File: src/hw/rtl/joystick_radial_deadzone_conditioner_defines.svh
// ----------------------------------------------------------------------------
// Assertion macros for the joystick conditioner
// Concurrent checks that vanish in synthesis builds.
// ----------------------------------------------------------------------------
`ifndef JOYSTICK_RADIAL_DEADZONE_CONDITIONER_DEFINES_SVH
`define JOYSTICK_RADIAL_DEADZONE_CONDITIONER_DEFINES_SVH
`ifndef SYNTHESIS
// same-cycle implication
`define JRDC_ASSERT_IMPLY(label, clk, rst, ante, cons, msg) \
   label: assert property (@(posedge clk) disable iff (rst) (ante) |-> (cons)) \
      else $error(msg);
// next-cycle implication
`define JRDC_ASSERT_NEXT(label, clk, rst, ante, cons, msg) \
   label: assert property (@(posedge clk) disable iff (rst) (ante) |=> (cons)) \
      else $error(msg);
`else
`define JRDC_ASSERT_IMPLY(label, clk, rst, ante, cons, msg)
`define JRDC_ASSERT_NEXT(label, clk, rst, ante, cons, msg)
`endif
`endif

File: src/hw/rtl/jrdc_pkg.sv
// ----------------------------------------------------------------------------
// jrdc_pkg
// Shared widths, constants, types and sequencer states of the conditioner.
// ----------------------------------------------------------------------------
package jrdc_pkg;

   // field widths
   localparam int AXIS_W     = 16;
   localparam int FT_W       = 16;
   localparam int DZ_W       = 15;
   localparam int SENS_W     = 16;
   localparam int OUT_W      = 16;
   localparam int SUM_W      = 48;
   localparam int REQ_DATA_W = 48;
   localparam int RSP_DATA_W = 128;
   localparam int CSR_ADDR_W = 3;
   localparam int CSR_DATA_W = 32;

   localparam int ACC_BITS_DEFAULT = 48;

   // clamped magnitude, Q2.14, at most 1.0
   localparam int MAG_W = 15;
   localparam logic [MAG_W-1:0] UNIT_Q14 = 15'd16384;
   // squares
   localparam int SQ_W = 32;
   localparam logic [SQ_W-1:0] UNIT_SQ = 32'h1000_0000;

   // serial multiplier: A parallel, B one bit a cycle
   localparam int MUL_A_W = 32;
   localparam int MUL_B_W = 16;
   localparam int MUL_P_W = MUL_A_W + MUL_B_W;

   // root of (s << 16): s has 30 bits, root is the length in Q2.22
   localparam int SQRT_IN_W = 30;
   localparam int ROOT_W    = 23;
   localparam int LEN_FRAC  = 22;
   localparam logic [ROOT_W-1:0] LEN_MIN = 23'h40_0000;

   // divider: (mag << 22 + len/2) / len
   localparam int DIV_NUM_W = MAG_W + LEN_FRAC;
   localparam int DIV_Q_W   = 16;

   // configuration
   localparam logic [DZ_W-1:0]   DZ_RESET   = 15'd1638;
   localparam logic [SENS_W-1:0] SENS_RESET = 16'd256;
   localparam int CSR_IDX_BIT = 2;
   localparam logic CSR_IDX_DEAD_ZONE = 1'b0;
   localparam logic CSR_IDX_SENS      = 1'b1;

   typedef struct packed {
      logic busy;
      logic done;
   } unit_sts_type;

   typedef enum logic [3:0] {
      ST_IDLE,
      ST_SQX,
      ST_SQY,
      ST_SQR,
      ST_GAIN,
      ST_DZ,
      ST_NORM,
      ST_SQRT,
      ST_DIVX,
      ST_DIVY,
      ST_MULX,
      ST_MULY,
      ST_OUT
   } jrdc_state_type;

endpackage

File: src/hw/rtl/jrdc_mul.sv
// ----------------------------------------------------------------------------
// jrdc_mul
// Shift-add multiplier: the B operand is consumed one bit per cycle.
// ----------------------------------------------------------------------------
module jrdc_mul (
   input  logic                           clock,
   input  logic                           reset,
   input  logic                           start,
   input  logic [jrdc_pkg::MUL_A_W-1:0]   a,
   input  logic [jrdc_pkg::MUL_B_W-1:0]   b,
   output logic [jrdc_pkg::MUL_P_W-1:0]   product,
   output jrdc_pkg::unit_sts_type         sts
);

   localparam int AW    = jrdc_pkg::MUL_A_W;
   localparam int BW    = jrdc_pkg::MUL_B_W;
   localparam int CNT_W = $clog2(BW);

   logic [AW-1:0]    a_ff, a_in;
   logic [AW-1:0]    hi_ff, hi_in;
   logic [BW-1:0]    lo_ff, lo_in;
   logic [CNT_W-1:0] cnt_ff, cnt_in;
   logic             busy_ff, busy_in;
   logic             done_ff, done_in;
   logic [AW:0]      sum;

   always_comb begin
      sum     = {1'b0, hi_ff} + (lo_ff[0] ? {1'b0, a_ff} : '0);
      a_in    = a_ff;
      hi_in   = hi_ff;
      lo_in   = lo_ff;
      cnt_in  = cnt_ff;
      busy_in = busy_ff;
      done_in = 1'b0;
      if (start) begin
         a_in    = a;
         hi_in   = '0;
         lo_in   = b;
         cnt_in  = CNT_W'(BW - 1);
         busy_in = 1'b1;
      end else if (busy_ff) begin
         // product shifts right into the multiplier register as its bits retire
         hi_in  = sum[AW:1];
         lo_in  = {sum[0], lo_ff[BW-1:1]};
         cnt_in = cnt_ff - CNT_W'(1);
         if (cnt_ff == '0) begin
            busy_in = 1'b0;
            done_in = 1'b1;
         end
      end
   end

   always_ff @(posedge clock) begin
      if (reset) begin
         busy_ff <= 1'b0;
         done_ff <= 1'b0;
         cnt_ff  <= '0;
      end else begin
         busy_ff <= busy_in;
         done_ff <= done_in;
         cnt_ff  <= cnt_in;
      end
   end

   always_ff @(posedge clock) begin
      a_ff  <= a_in;
      hi_ff <= hi_in;
      lo_ff <= lo_in;
   end

   assign product = {hi_ff, lo_ff};
   assign sts     = '{busy: busy_ff, done: done_ff};

endmodule

File: src/hw/rtl/jrdc_sqrt.sv
// ----------------------------------------------------------------------------
// jrdc_sqrt
// Digit-by-digit integer square root of (s << 16), one root bit per cycle.
// ----------------------------------------------------------------------------
module jrdc_sqrt (
   input  logic                             clock,
   input  logic                             reset,
   input  logic                             start,
   input  logic [jrdc_pkg::SQRT_IN_W-1:0]   radicand,
   output logic [jrdc_pkg::ROOT_W-1:0]      root,
   output jrdc_pkg::unit_sts_type           sts
);

   localparam int IW    = jrdc_pkg::SQRT_IN_W;
   localparam int RW    = jrdc_pkg::ROOT_W;
   localparam int REM_W = RW + 2;
   localparam int CNT_W = $clog2(RW);

   logic [IW-1:0]    rad_ff, rad_in;
   logic [RW-1:0]    root_ff, root_in;
   logic [REM_W-1:0] rem_ff, rem_in;
   logic [CNT_W-1:0] cnt_ff, cnt_in;
   logic             busy_ff, busy_in;
   logic             done_ff, done_in;
   logic [REM_W+1:0] rem_sh;
   logic [REM_W+1:0] trial;
   logic [REM_W+1:0] diff;
   logic             fits;

   always_comb begin
      // the low 16 zero bits of the radicand enter as zero pairs after s runs out
      rem_sh  = {rem_ff, rad_ff[IW-1 -: 2]};
      trial   = {2'b00, root_ff, 2'b01};
      diff    = rem_sh - trial;
      fits    = rem_sh >= trial;
      rad_in  = rad_ff;
      root_in = root_ff;
      rem_in  = rem_ff;
      cnt_in  = cnt_ff;
      busy_in = busy_ff;
      done_in = 1'b0;
      if (start) begin
         rad_in  = radicand;
         root_in = '0;
         rem_in  = '0;
         cnt_in  = CNT_W'(RW - 1);
         busy_in = 1'b1;
      end else if (busy_ff) begin
         rad_in  = {rad_ff[IW-3:0], 2'b00};
         root_in = {root_ff[RW-2:0], fits};
         rem_in  = fits ? diff[REM_W-1:0] : rem_sh[REM_W-1:0];
         cnt_in  = cnt_ff - CNT_W'(1);
         if (cnt_ff == '0) begin
            busy_in = 1'b0;
            done_in = 1'b1;
         end
      end
   end

   always_ff @(posedge clock) begin
      if (reset) begin
         busy_ff <= 1'b0;
         done_ff <= 1'b0;
         cnt_ff  <= '0;
      end else begin
         busy_ff <= busy_in;
         done_ff <= done_in;
         cnt_ff  <= cnt_in;
      end
   end

   always_ff @(posedge clock) begin
      rad_ff  <= rad_in;
      root_ff <= root_in;
      rem_ff  <= rem_in;
   end

   assign root = root_ff;
   assign sts  = '{busy: busy_ff, done: done_ff};

endmodule

File: src/hw/rtl/jrdc_div.sv
// ----------------------------------------------------------------------------
// jrdc_div
// Restoring divider, one quotient bit per cycle; quotient fits 16 bits.
// ----------------------------------------------------------------------------
module jrdc_div (
   input  logic                             clock,
   input  logic                             reset,
   input  logic                             start,
   input  logic [jrdc_pkg::DIV_NUM_W-1:0]   num,
   input  logic [jrdc_pkg::ROOT_W-1:0]      den,
   output logic [jrdc_pkg::DIV_Q_W-1:0]     quo,
   output jrdc_pkg::unit_sts_type           sts
);

   localparam int NW    = jrdc_pkg::DIV_NUM_W;
   localparam int DW    = jrdc_pkg::ROOT_W;
   localparam int QW    = jrdc_pkg::DIV_Q_W;
   localparam int CNT_W = $clog2(QW);

   logic [DW-1:0]    den_ff, den_in;
   logic [DW-1:0]    rem_ff, rem_in;
   logic [QW-1:0]    low_ff, low_in;
   logic [QW-1:0]    quo_ff, quo_in;
   logic [CNT_W-1:0] cnt_ff, cnt_in;
   logic             busy_ff, busy_in;
   logic             done_ff, done_in;
   logic [DW:0]      rem_sh;
   logic [DW:0]      diff;
   logic             fits;

   always_comb begin
      rem_sh  = {rem_ff, low_ff[QW-1]};
      diff    = rem_sh - {1'b0, den_ff};
      fits    = rem_sh >= {1'b0, den_ff};
      den_in  = den_ff;
      rem_in  = rem_ff;
      low_in  = low_ff;
      quo_in  = quo_ff;
      cnt_in  = cnt_ff;
      busy_in = busy_ff;
      done_in = 1'b0;
      if (start) begin
         // upper numerator bits are already below the divisor
         den_in  = den;
         rem_in  = DW'(num[NW-1:QW]);
         low_in  = num[QW-1:0];
         quo_in  = '0;
         cnt_in  = CNT_W'(QW - 1);
         busy_in = 1'b1;
      end else if (busy_ff) begin
         rem_in = fits ? diff[DW-1:0] : rem_sh[DW-1:0];
         low_in = {low_ff[QW-2:0], 1'b0};
         quo_in = {quo_ff[QW-2:0], fits};
         cnt_in = cnt_ff - CNT_W'(1);
         if (cnt_ff == '0) begin
            busy_in = 1'b0;
            done_in = 1'b1;
         end
      end
   end

   always_ff @(posedge clock) begin
      if (reset) begin
         busy_ff <= 1'b0;
         done_ff <= 1'b0;
         cnt_ff  <= '0;
      end else begin
         busy_ff <= busy_in;
         done_ff <= done_in;
         cnt_ff  <= cnt_in;
      end
   end

   always_ff @(posedge clock) begin
      den_ff <= den_in;
      rem_ff <= rem_in;
      low_ff <= low_in;
      quo_ff <= quo_in;
   end

   assign quo = quo_ff;
   assign sts = '{busy: busy_ff, done: done_ff};

endmodule

File: src/hw/rtl/joystick_radial_deadzone_conditioner.sv
// ----------------------------------------------------------------------------
// joystick_radial_deadzone_conditioner
// Radial dead zone, unit clamp, normalize and saturating accumulation of
// two-axis stick samples.
// ----------------------------------------------------------------------------
// One sample is processed at a time. An item whose clamped radius is at most
// 1.0 skips the square root and divider; otherwise the vector is scaled to unit
// length. A result may wait on rsp_tready (the next item is accepted while a
// result waits). The time per item is set by one shared shift-add multiplier
// that retires one multiplier bit per cycle and forms six products per item
// (both squares, the squared dead zone, the gain and both increments), by the
// bit-serial square root and by the divider used once per axis. The left and
// right accumulators saturate at ACC_BITS signed bits; sums are reported in
// 48 bits.
// ----------------------------------------------------------------------------
`include "joystick_radial_deadzone_conditioner_defines.svh"

module joystick_radial_deadzone_conditioner #(
   parameter int ACC_BITS = jrdc_pkg::ACC_BITS_DEFAULT
) (
   input  logic                              clock,
   input  logic                              reset,
   // input items
   input  logic                              req_tvalid,
   output logic                              req_tready,
   input  logic [jrdc_pkg::REQ_DATA_W-1:0]   req_tdata,  // axis_x, axis_y, frame_time
   input  logic [0:0]                        req_tuser,  // stick_select
   // result items
   output logic                              rsp_tvalid,
   input  logic                              rsp_tready,
   output logic [jrdc_pkg::RSP_DATA_W-1:0]   rsp_tdata,  // out_x, out_y, sum_x, sum_y
   // configuration
   input  logic                              csr_psel,
   input  logic                              csr_penable,
   input  logic                              csr_pwrite,
   input  logic [jrdc_pkg::CSR_ADDR_W-1:0]   csr_paddr,
   input  logic [jrdc_pkg::CSR_DATA_W-1:0]   csr_pwdata,
   output logic [jrdc_pkg::CSR_DATA_W-1:0]   csr_prdata,
   output logic                              csr_pready
);

   localparam int SUM_EXT_W = ((ACC_BITS > jrdc_pkg::SUM_W) ? ACC_BITS : jrdc_pkg::SUM_W) + 1;
   localparam logic signed [SUM_EXT_W-1:0] ACC_HI =
      {{(SUM_EXT_W - ACC_BITS + 1){1'b0}}, {(ACC_BITS - 1){1'b1}}};
   localparam logic signed [SUM_EXT_W-1:0] ACC_LO =
      {{(SUM_EXT_W - ACC_BITS + 1){1'b1}}, {(ACC_BITS - 1){1'b0}}};

   localparam int AXW  = jrdc_pkg::AXIS_W;
   localparam int MGW  = jrdc_pkg::MAG_W;
   localparam int SQW  = jrdc_pkg::SQ_W;
   localparam int PW   = jrdc_pkg::MUL_P_W;
   localparam int OW   = jrdc_pkg::OUT_W;
   localparam int SW   = jrdc_pkg::SUM_W;

   // sequencer
   jrdc_pkg::jrdc_state_type state_ff, state_in;
   logic first_ff, first_in;
   logic out_load;

   // configuration registers
   logic [jrdc_pkg::DZ_W-1:0]   dz_ff;
   logic [jrdc_pkg::SENS_W-1:0] sens_ff;
   logic                        csr_idx;
   logic                        csr_write;

   // item registers
   logic                        sel_ff;
   logic                        xs_ff, ys_ff;
   logic [AXW-1:0]              xm_ff, ym_ff;
   logic [jrdc_pkg::FT_W-1:0]   ft_ff;
   logic [SQW-1:0]              x2_ff, y2_ff;
   logic [jrdc_pkg::SQRT_IN_W-1:0] r2_ff;
   logic [SQW-1:0]              gain_ff;
   logic [jrdc_pkg::SQRT_IN_W-1:0] s_ff;
   logic [jrdc_pkg::ROOT_W-1:0] len_ff;
   logic [MGW-1:0]              ox_ff, oy_ff;
   logic [PW-1:0]               incx_ff, incy_ff;

   // accumulators: left/right per axis
   logic [ACC_BITS-1:0]         acc_x_ff [2];
   logic [ACC_BITS-1:0]         acc_y_ff [2];
   logic [ACC_BITS-1:0]         acc_x_new, acc_y_new;

   // result register
   logic                        rsp_valid_ff, rsp_valid_in;
   logic signed [OW-1:0]        out_x_ff, out_y_ff;
   logic [SW-1:0]               sum_x_ff, sum_y_ff;

   // arithmetic units
   logic                        mul_start, sqrt_start, div_start;
   logic [jrdc_pkg::MUL_A_W-1:0] mul_a;
   logic [jrdc_pkg::MUL_B_W-1:0] mul_b;
   logic [PW-1:0]               mul_p;
   logic [jrdc_pkg::ROOT_W-1:0] sqrt_root;
   logic [jrdc_pkg::DIV_NUM_W-1:0] div_num;
   logic [MGW-1:0]              div_mag;
   logic [jrdc_pkg::DIV_Q_W-1:0] div_q;
   jrdc_pkg::unit_sts_type      mul_sts, sqrt_sts, div_sts;

   // combinational helpers
   logic [AXW-1:0]              in_xm, in_ym;
   logic [SQW:0]                s_raw;
   logic                        in_dead;
   logic [SQW-1:0]              s_clamp;
   logic                        norm_req;
   logic [MGW-1:0]              q_lim;

   function automatic logic [ACC_BITS-1:0] sat_add(input logic [ACC_BITS-1:0] acc,
                                                   input logic neg,
                                                   input logic [PW-1:0] mag);
      logic signed [SUM_EXT_W-1:0] acc_ext;
      logic signed [SUM_EXT_W-1:0] inc_ext;
      logic signed [SUM_EXT_W-1:0] total;
      logic [ACC_BITS-1:0]         res;
      acc_ext = {{(SUM_EXT_W - ACC_BITS){acc[ACC_BITS-1]}}, acc};
      inc_ext = SUM_EXT_W'(mag);
      if (neg) begin
         inc_ext = -inc_ext;
      end
      total = acc_ext + inc_ext;
      priority if (total > ACC_HI) begin
         res = ACC_HI[ACC_BITS-1:0];
      end else if (total < ACC_LO) begin
         res = ACC_LO[ACC_BITS-1:0];
      end else begin
         res = total[ACC_BITS-1:0];
      end
      return res;
   endfunction

   function automatic logic [SW-1:0] sum_field(input logic [ACC_BITS-1:0] acc);
      logic [SUM_EXT_W-1:0] ext;
      ext = {{(SUM_EXT_W - ACC_BITS){acc[ACC_BITS-1]}}, acc};
      return ext[SW-1:0];
   endfunction

   // ---------------------------------------------------------------- config
   assign csr_pready = 1'b1;
   assign csr_idx    = csr_paddr[jrdc_pkg::CSR_IDX_BIT];
   assign csr_write  = csr_psel && csr_penable && csr_pwrite;

   always_ff @(posedge clock) begin
      if (reset) begin
         dz_ff   <= jrdc_pkg::DZ_RESET;
         sens_ff <= jrdc_pkg::SENS_RESET;
      end else if (csr_write) begin
         unique case (csr_idx)
            jrdc_pkg::CSR_IDX_DEAD_ZONE: dz_ff   <= csr_pwdata[jrdc_pkg::DZ_W-1:0];
            jrdc_pkg::CSR_IDX_SENS:      sens_ff <= csr_pwdata[jrdc_pkg::SENS_W-1:0];
         endcase
      end
   end

   always_comb begin
      unique case (csr_idx)
         jrdc_pkg::CSR_IDX_DEAD_ZONE: csr_prdata = jrdc_pkg::CSR_DATA_W'(dz_ff);
         jrdc_pkg::CSR_IDX_SENS:      csr_prdata = jrdc_pkg::CSR_DATA_W'(sens_ff);
      endcase
   end

   // ---------------------------------------------------------------- datapath
   assign in_xm = req_tdata[15] ? (~req_tdata[15:0] + AXW'(1)) : req_tdata[15:0];
   assign in_ym = req_tdata[31] ? (~req_tdata[31:16] + AXW'(1)) : req_tdata[31:16];

   // dead-zone test on the raw squared radius
   assign s_raw   = {1'b0, x2_ff} + {1'b0, y2_ff};
   assign in_dead = s_raw < (SQW + 1)'(r2_ff);

   // after the dead-zone step x2/y2 hold the clamped squares
   assign s_clamp  = x2_ff + y2_ff;
   assign norm_req = s_clamp > jrdc_pkg::UNIT_SQ;

   assign div_mag = (state_ff == jrdc_pkg::ST_DIVY) ? oy_ff : ox_ff;
   // round half away from zero: add half the length before dividing
   assign div_num = {div_mag, {jrdc_pkg::LEN_FRAC{1'b0}}} +
                    jrdc_pkg::DIV_NUM_W'(len_ff >> 1);
   assign q_lim   = (div_q > jrdc_pkg::DIV_Q_W'(jrdc_pkg::UNIT_Q14)) ?
                    jrdc_pkg::UNIT_Q14 : div_q[MGW-1:0];

   always_comb begin
      unique case (state_ff)
         jrdc_pkg::ST_SQX: begin
            mul_a = jrdc_pkg::MUL_A_W'(xm_ff);
            mul_b = xm_ff;
         end
         jrdc_pkg::ST_SQY: begin
            mul_a = jrdc_pkg::MUL_A_W'(ym_ff);
            mul_b = ym_ff;
         end
         jrdc_pkg::ST_SQR: begin
            mul_a = jrdc_pkg::MUL_A_W'(dz_ff);
            mul_b = jrdc_pkg::MUL_B_W'(dz_ff);
         end
         jrdc_pkg::ST_GAIN: begin
            mul_a = jrdc_pkg::MUL_A_W'(sens_ff);
            mul_b = ft_ff;
         end
         jrdc_pkg::ST_MULY: begin
            mul_a = gain_ff;
            mul_b = jrdc_pkg::MUL_B_W'(oy_ff);
         end
         default: begin
            mul_a = gain_ff;
            mul_b = jrdc_pkg::MUL_B_W'(ox_ff);
         end
      endcase
   end

   assign mul_start  = first_ff && ((state_ff == jrdc_pkg::ST_SQX) ||
                                    (state_ff == jrdc_pkg::ST_SQY) ||
                                    (state_ff == jrdc_pkg::ST_SQR) ||
                                    (state_ff == jrdc_pkg::ST_GAIN) ||
                                    (state_ff == jrdc_pkg::ST_MULX) ||
                                    (state_ff == jrdc_pkg::ST_MULY));
   assign sqrt_start = first_ff && (state_ff == jrdc_pkg::ST_SQRT);
   assign div_start  = first_ff && ((state_ff == jrdc_pkg::ST_DIVX) ||
                                    (state_ff == jrdc_pkg::ST_DIVY));

   jrdc_mul u_mul (
      .clock   (clock),
      .reset   (reset),
      .start   (mul_start),
      .a       (mul_a),
      .b       (mul_b),
      .product (mul_p),
      .sts     (mul_sts)
   );

   jrdc_sqrt u_sqrt (
      .clock    (clock),
      .reset    (reset),
      .start    (sqrt_start),
      .radicand (s_ff),
      .root     (sqrt_root),
      .sts      (sqrt_sts)
   );

   jrdc_div u_div (
      .clock (clock),
      .reset (reset),
      .start (div_start),
      .num   (div_num),
      .den   (len_ff),
      .quo   (div_q),
      .sts   (div_sts)
   );

   // ---------------------------------------------------------------- sequencer
   always_comb begin
      state_in   = state_ff;
      req_tready = 1'b0;
      out_load   = 1'b0;
      unique case (state_ff)
         jrdc_pkg::ST_IDLE: begin
            req_tready = 1'b1;
            if (req_tvalid) state_in = jrdc_pkg::ST_SQX;
         end
         jrdc_pkg::ST_SQX:  if (mul_sts.done) state_in = jrdc_pkg::ST_SQY;
         jrdc_pkg::ST_SQY:  if (mul_sts.done) state_in = jrdc_pkg::ST_SQR;
         jrdc_pkg::ST_SQR:  if (mul_sts.done) state_in = jrdc_pkg::ST_GAIN;
         jrdc_pkg::ST_GAIN: if (mul_sts.done) state_in = jrdc_pkg::ST_DZ;
         jrdc_pkg::ST_DZ:   state_in = jrdc_pkg::ST_NORM;
         jrdc_pkg::ST_NORM: state_in = norm_req ? jrdc_pkg::ST_SQRT : jrdc_pkg::ST_MULX;
         jrdc_pkg::ST_SQRT: if (sqrt_sts.done) state_in = jrdc_pkg::ST_DIVX;
         jrdc_pkg::ST_DIVX: if (div_sts.done) state_in = jrdc_pkg::ST_DIVY;
         jrdc_pkg::ST_DIVY: if (div_sts.done) state_in = jrdc_pkg::ST_MULX;
         jrdc_pkg::ST_MULX: if (mul_sts.done) state_in = jrdc_pkg::ST_MULY;
         jrdc_pkg::ST_MULY: if (mul_sts.done) state_in = jrdc_pkg::ST_OUT;
         jrdc_pkg::ST_OUT: begin
            if (!rsp_valid_ff || rsp_tready) begin
               out_load = 1'b1;
               state_in = jrdc_pkg::ST_IDLE;
            end
         end
         default: state_in = jrdc_pkg::ST_IDLE;
      endcase
   end

   // a unit is launched in the first cycle of its state
   assign first_in     = state_in != state_ff;
   assign rsp_valid_in = out_load ? 1'b1 : (rsp_tready ? 1'b0 : rsp_valid_ff);

   always_ff @(posedge clock) begin
      if (reset) begin
         state_ff     <= jrdc_pkg::ST_IDLE;
         first_ff     <= 1'b0;
         rsp_valid_ff <= 1'b0;
      end else begin
         state_ff     <= state_in;
         first_ff     <= first_in;
         rsp_valid_ff <= rsp_valid_in;
      end
   end

   always_ff @(posedge clock) begin
      if (req_tvalid && req_tready) begin
         sel_ff <= req_tuser[0];
         xs_ff  <= req_tdata[15];
         ys_ff  <= req_tdata[31];
         xm_ff  <= in_xm;
         ym_ff  <= in_ym;
         ft_ff  <= req_tdata[47:32];
      end
      if (mul_sts.done && (state_ff == jrdc_pkg::ST_SQX)) x2_ff   <= mul_p[SQW-1:0];
      if (mul_sts.done && (state_ff == jrdc_pkg::ST_SQY)) y2_ff   <= mul_p[SQW-1:0];
      if (mul_sts.done && (state_ff == jrdc_pkg::ST_SQR)) begin
         r2_ff <= mul_p[jrdc_pkg::SQRT_IN_W-1:0];
      end
      if (mul_sts.done && (state_ff == jrdc_pkg::ST_GAIN)) gain_ff <= mul_p[SQW-1:0];
      if (state_ff == jrdc_pkg::ST_DZ) begin
         // zero inside the dead zone, else clamp; the square follows the clamp
         if (in_dead) begin
            ox_ff <= '0;
            oy_ff <= '0;
            x2_ff <= '0;
            y2_ff <= '0;
         end else begin
            if (xm_ff > AXW'(jrdc_pkg::UNIT_Q14)) begin
               ox_ff <= jrdc_pkg::UNIT_Q14;
               x2_ff <= jrdc_pkg::UNIT_SQ;
            end else begin
               ox_ff <= xm_ff[MGW-1:0];
            end
            if (ym_ff > AXW'(jrdc_pkg::UNIT_Q14)) begin
               oy_ff <= jrdc_pkg::UNIT_Q14;
               y2_ff <= jrdc_pkg::UNIT_SQ;
            end else begin
               oy_ff <= ym_ff[MGW-1:0];
            end
         end
      end
      if (state_ff == jrdc_pkg::ST_NORM) s_ff <= s_clamp[jrdc_pkg::SQRT_IN_W-1:0];
      if (sqrt_sts.done) len_ff <= sqrt_root;
      if (div_sts.done && (state_ff == jrdc_pkg::ST_DIVX)) ox_ff <= q_lim;
      if (div_sts.done && (state_ff == jrdc_pkg::ST_DIVY)) oy_ff <= q_lim;
      if (mul_sts.done && (state_ff == jrdc_pkg::ST_MULX)) incx_ff <= mul_p;
      if (mul_sts.done && (state_ff == jrdc_pkg::ST_MULY)) incy_ff <= mul_p;
      if (out_load) begin
         out_x_ff <= xs_ff ? -{1'b0, ox_ff} : {1'b0, ox_ff};
         out_y_ff <= ys_ff ? -{1'b0, oy_ff} : {1'b0, oy_ff};
         sum_x_ff <= sum_field(acc_x_new);
         sum_y_ff <= sum_field(acc_y_new);
      end
   end

   assign acc_x_new = sat_add(acc_x_ff[sel_ff], xs_ff, incx_ff);
   assign acc_y_new = sat_add(acc_y_ff[sel_ff], ys_ff, incy_ff);

   always_ff @(posedge clock) begin
      if (reset) begin
         acc_x_ff[0] <= '0;
         acc_x_ff[1] <= '0;
         acc_y_ff[0] <= '0;
         acc_y_ff[1] <= '0;
      end else if (out_load) begin
         acc_x_ff[sel_ff] <= acc_x_new;
         acc_y_ff[sel_ff] <= acc_y_new;
      end
   end

   assign rsp_tvalid = rsp_valid_ff;
   assign rsp_tdata  = {sum_y_ff, sum_x_ff, out_y_ff, out_x_ff};

   // ---------------------------------------------------------------- checks
   `JRDC_ASSERT_IMPLY(a_out_unit, clock, reset, rsp_valid_ff, (out_x_ff <= 16'sd16384) && (out_x_ff >= -16'sd16384) && (out_y_ff <= 16'sd16384) && (out_y_ff >= -16'sd16384), "conditioned output beyond unit range")
   `JRDC_ASSERT_IMPLY(a_one_unit, clock, reset, 1'b1, $onehot0({mul_sts.busy, sqrt_sts.busy, div_sts.busy}), "two arithmetic units busy at once")
   `JRDC_ASSERT_IMPLY(a_norm_len, clock, reset, state_ff == jrdc_pkg::ST_DIVX, len_ff >= jrdc_pkg::LEN_MIN, "normalize length below 1.0")
   `JRDC_ASSERT_NEXT(a_accept_launch, clock, reset, req_tvalid && req_tready, (state_ff == jrdc_pkg::ST_SQX) && first_ff, "accepted item did not launch")

endmodule

File: config.mk
export PLATFORM = sky130hd
export DESIGN_NAME = joystick_radial_deadzone_conditioner
export DESIGN_NICKNAME = d
export VERILOG_FILES = /design/src/hw/rtl/jrdc_pkg.sv /design/src/hw/rtl/jrdc_mul.sv /design/src/hw/rtl/jrdc_sqrt.sv /design/src/hw/rtl/jrdc_div.sv /design/src/hw/rtl/joystick_radial_deadzone_conditioner.sv
export VERILOG_INCLUDE_DIRS = /design/src /design/src/hw/rtl
export SDC_FILE = /design/constraint.sdc
export NUM_CORES = 2
export LEC_CHECK = 0
export BUFFER_PORTS_ARGS = -buffer_cell sky130_fd_sc_hd__buf_2
export CORE_AREA = 2 2 395 397
export DETAILED_ROUTE_END_ITERATION = 6
export DIE_AREA = 0 0 397 399
export GPL_TIMING_DRIVEN = 0
export PLACE_DENSITY = 0.64
export SLEW_MARGIN = 20
export SYNTH_ARGS = -nofsm -noshare
export SYNTH_HDL_FRONTEND = slang
export SYNTH_HIERARCHICAL = 1
export SYNTH_SLANG_ARGS = --single-unit
export TNS_END_PERCENT = 20
File: constraint.sdc
create_clock -name clock -period 7.9 [get_ports clock]
set_clock_uncertainty 0.1 [all_clocks]
set_input_delay 0.395 -clock clock [delete_from_list [all_inputs] [get_ports clock]]
set_output_delay 0.395 -clock clock [all_outputs]
set_load 0.1 [all_outputs]
# Word-level counts from Yosys, hierarchy flattened
# Memory sizes are Yosys's and may differ from the RTL's. A register that Yosys moved wholly into a read port is not among the register bits.
# Index checks and enable logic that the tools add are counted.
[totals]
n_memories = 2
in_bits = 91
out_inout_bits = 163
ram_bits = 192
mem_bits_ro = 0
latch_bits = 0
register_bits = 776
[op_classes]
eq_ne = 13
n_lt_le_gt_ge = 11
reduce_logical = 40
add_sub_neg = 17
div = 0
muxes = 91
shift = 0
bitwise_logic = 6
mul = 0
[mem_list]
columns = ["memory", "words", "width", "read_ports", "rd_ports_with_merged_regs", "wr", "line_no", "text"]
rows = [
  ["acc_x_ff", 2, 48, 1, 1, 2, "joystick_radial_deadzone_conditioner.sv:80", "logic [ACC_BITS-1:0] acc_x_ff [2];"],
  ["acc_y_ff", 2, 48, 1, 1, 2, "joystick_radial_deadzone_conditioner.sv:81", "logic [ACC_BITS-1:0] acc_y_ff [2];"],
]
[ops]
columns = ["op", "n"]
rows = [
  ["$mux W32", 9],
  ["$mux W48", 6],
  ["$mux W15", 14],
  ["$pmux W32 S4", 1],
  ["$add A48 B49 Y49", 2],
  ["$gt A49 B48 Y1 const B", 2],
  ["$lt A49 B48 Y1 const B", 2],
  ["$mux W49", 2],
  ["$neg A48 Y49", 2],
  ["$reduce_or A48 Y1", 2],
  ["$pmux W16 S5", 1],
  ["$mux W16", 4],
  ["$mux W4", 16],
  ["$pmux W32 S2", 1],
  ["$mux W30", 2],
  ["$pmux W4 S13", 1],
  ["$gt A16 B15 Y1 const B", 3],
  ["$mux W21", 2],
  ["$add A37 B22 Y37", 1],
  ["$add A32 B32 Y33", 1],
  ["$add A32 B33 Y33", 1],
  ["$lt A33 B30 Y1", 1],
  ["$add A16 B1 Y16 const B", 2],
  ["$add A32 B32 Y32", 1],
  ["other kinds (28)", 99],
]

# Logic depth before layout (Yosys ltp)
[logic_depth]
word_depth = 9
ltp_mapped = 25
ltp_nobuf = 22

# By module
# Netlist, hierarchy kept.
[modules_own_cells]
columns = ["mod", "n_inst", "cells_each", "area_per_inst_um2", "seq_area_each_um2"]
rows = [
  ["joystick_radial_deadzone_conditioner", 1, 3668, 39148.8, 20419.6],
  ["jrdc_mul", 1, 493, 4948.5, 2202.1],
  ["jrdc_div", 1, 466, 4817.1, 2282.2],
  ["jrdc_sqrt", 1, 509, 4775.8, 2001.9],
]

# Worst setup path after synthesis
# No wires, ideal clock.
[synth_path]
path_kind = "register -> register"
startpoint = "reg rsp_valid_ff (netlist: rsp_tvalid)"
endpoint = "mem acc_x_ff[0][0] in the netlist's numbering, enable pin"
period_less_slack_ns = 8.589
required_ns = 7.116
slack_ns = -0.689
arrival_ns = 7.805
stages_incl_launch_ff = 4
setup_time_ns = 0.684
path_cell_list = "dfxtp_1 > nand2b_1 > nand4_1 > o21ai_0"
[synth_lines]
columns = ["element", "line_no", "text"]
rows = [
  ["from (decl)", "joystick_radial_deadzone_conditioner.sv:85", "logic rsp_valid_ff, rsp_valid_in;"],
  ["from (signal assigned)", "joystick_radial_deadzone_conditioner.sv:291", "rsp_valid_ff <= rsp_valid_in;"],
  ["to (decl)", "joystick_radial_deadzone_conditioner.sv:80", ""],
]

==> run metrics <==
GR Util All Layers 20.35%; Clk pin slew, worst setup/hold paths roughly 0.060 ns; RR Endpoint sum_x_ff[1]; CTS tree done; routability cong. approximately 0.95; Post-DRT Antenna Nets 0; Final WS setup ~0.47 ns; Syn Inst Count 5133; R2R setup slack roughly 0.47 ns; Fillers 14830; Post-Route WL ~170 mm; Cell Area, Synth roughly 54000 µm²; htree depth 3; Initial Utilization 34.92%; Die W ~400 µm; number of core rows 144; Cells after DPL ~7400; Top-Level Pins about 250; setup TNS 0 ns; Via density roughly 5.5; status finished, final reports clean; DR WL/cell roughly 22 µm; pre-CTS setup slack between 0.04 and 0.05 ns; Leak Pwr between 20 and 25 nW; # setup viols final 0; Synth Warn # 6; fmax 0.1345 GHz; layout cell share with drive strength beyond 1 13.39%; hold path depth 3; syn avg cell area 10.46 µm²; number of global-route vias before repair 40060; Worst-Skew Late Latency 0.74 ns; die area 158400 µm²; Core ar. around 150000 µm²; Area Overhead vs Synth 15.47%; Startpoint Class flop; PwrDens roughly 230 nW/µm²; Final Max Slew Viols 0; first-pass GRT wire length between 200 and 250 mm; Worst-Margin Slew between 1 and 1.5 ns; Critical Path RT 8.36 ns; Tmin final roughly 7.4 ns; Worst R2R Path Depth 17; initial DRC count approximately 3800; drt first pass iters 6; largest net degree at the start of global routing 99; Hold WC Path Type in2reg; cts bufs inserted 105; CP Class reg2reg; worst rel slew slack a little over 20%; total gr overflow 0; Max VDD drop ~0.16 mV; Tcrit/Tclk final 94.09%; crit path to sum_x_ff[1]; critical path data arrival time roughly 8 ns; die extent in y 399 µm; clk buf depth 3; Root Driver clkbuf_16; DRC 0; final cell count without fillers approximately 7700; max cap viols 0; setup repair bufs after CTS 0; port bufs between 200 and 250; nets@finish a little under 6000; Worst Path Max Fanout 10; Vias approximately 42000; Worst Setup End Kind flop; setup repair after global routing missed its margin false; antenna violations before repair 8; final hold vios 0; clock sinks 969; HPWL Detailed 125.4 mm
[critical path, stage by stage (launching register included)]
cell             delay, ns
dfxtp_1               0.32
clkbuf_1              0.66
clkbuf_2              0.55
clkdlybuf4s15_1       0.78
mux2i_1               0.45
inv_1                 0.09
ha_1                  0.31
a211oi_1              0.39
nor3_1                0.18
o211ai_1              0.27
a21oi_1               0.21
o2111ai_1             0.33
nand3_1               0.25
o311ai_2              0.63
clkbuf_1              0.63
clkbuf_1              0.64
nand2_1               0.21
a21oi_1               0.20
[routing by layer]
metal  share of wire, %  vias to the layer above  routed length (µm)  global-route usage [%]
li1                   -                    19680                   -                       -
met1                 44                    20630               72720                   27.89
met2                 46                     1616               76570                   32.89
met3                6.9                      307               11510                   3.079
met4                3.3                        4                5465                   6.729
met5              0.013                        -                  21                       0
[power breakdown]
group          leakage (nW)  switching (mW)  total (mW)  internal (mW)
Combinational          12.7            1.91        3.00           1.10
Sequential             8.83           0.370        6.19           5.82
Clock                  1.68            2.12        4.93           2.81
Total                  23.2            4.39        14.1           9.73
[state kept, by name (all words and copies together), names as in the netlist, 25 cells and up, named ones only]
register       flops
acc_x_ff          96
r2_ff             30
s_ff              30
u_sqrt/rad_ff     30
u_mul/a_ff        32
gain_ff           32
u_mul/hi_ff       32
x2_ff             32
u_sqrt/rem_ff     25
y2_ff             32
sum_x_ff          48
sum_y_ff          48
acc_y_ff          96
incy_ff           48
incx_ff           48
[layout make-up]
type	count	area [µm²]	share of cell area, %
timing repair buffer	303	2178	3.515
clock buffer	140	2924	4.719
clock inverter	57	508.0	0.8198
inverter	217	827.0	1.335
sequential	969	26910	43.42
tap	2044	2557	4.127
buffer	258	1232	1.989
antenna	2	5.005	0.008076
multi-input combinational	3704	24830	40.07
[stage by stage]
| stage | util (%) | area [µm²] | hold slack, ns | power (mW) |
|---|---|---|---|---|
| CTS | 40.31 | 61950 | 0.008083 | 14.17 |
| detailed placement | 37.64 | 57840 | 0.3298 | 9.223 |
| finish | 40.32 | 61970 | 0.04866 | 14.12 |
| global route | 40.32 | 61960 | 0.03154 | 14.70 |
| global placement | 37.33 | 57370 | 0.3179 | 9.173 |
| floorplan | - | 53720 | 0.3003 | 8.192 |
[how the worst min path moves through the flow]
stage,startpoint,slack (ns),end
floorplan,len_ff[0],0.30,u_div/den_ff[0]
global placement,len_ff[0],0.32,u_div/den_ff[0]
detailed placement,len_ff[0],0.33,u_div/den_ff[0]
CTS,req_tdata[17],0.008,ym_ff[1]
global route,req_tdata[17],0.03,ym_ff[1]
finish,req_tdata[17],0.05,ym_ff[1]
[repair_timing]
action,in CTS,in global routing
gates cloned,0,0
gates resized for setup,1,3
hold buffers,67,0
setup endpoints to repair,3,6
hold endpoints to repair,83,0
[placed cells by master, fill, tap and decap left out, drive strengths merged, types with 219 or more instances in the layout]
| master | count |
|---|---|
| a21oi | 389 |
| buf | 311 |
| clkbuf | 322 |
| dfxtp | 219 |
| edfxtp | 750 |
| ha | 251 |
| inv | 219 |
| nand2 | 499 |
| nor2 | 412 |
| o21ai | 424 |
| xnor2 | 255 |
No activity file was read; power rests on OpenSTA's default activity.
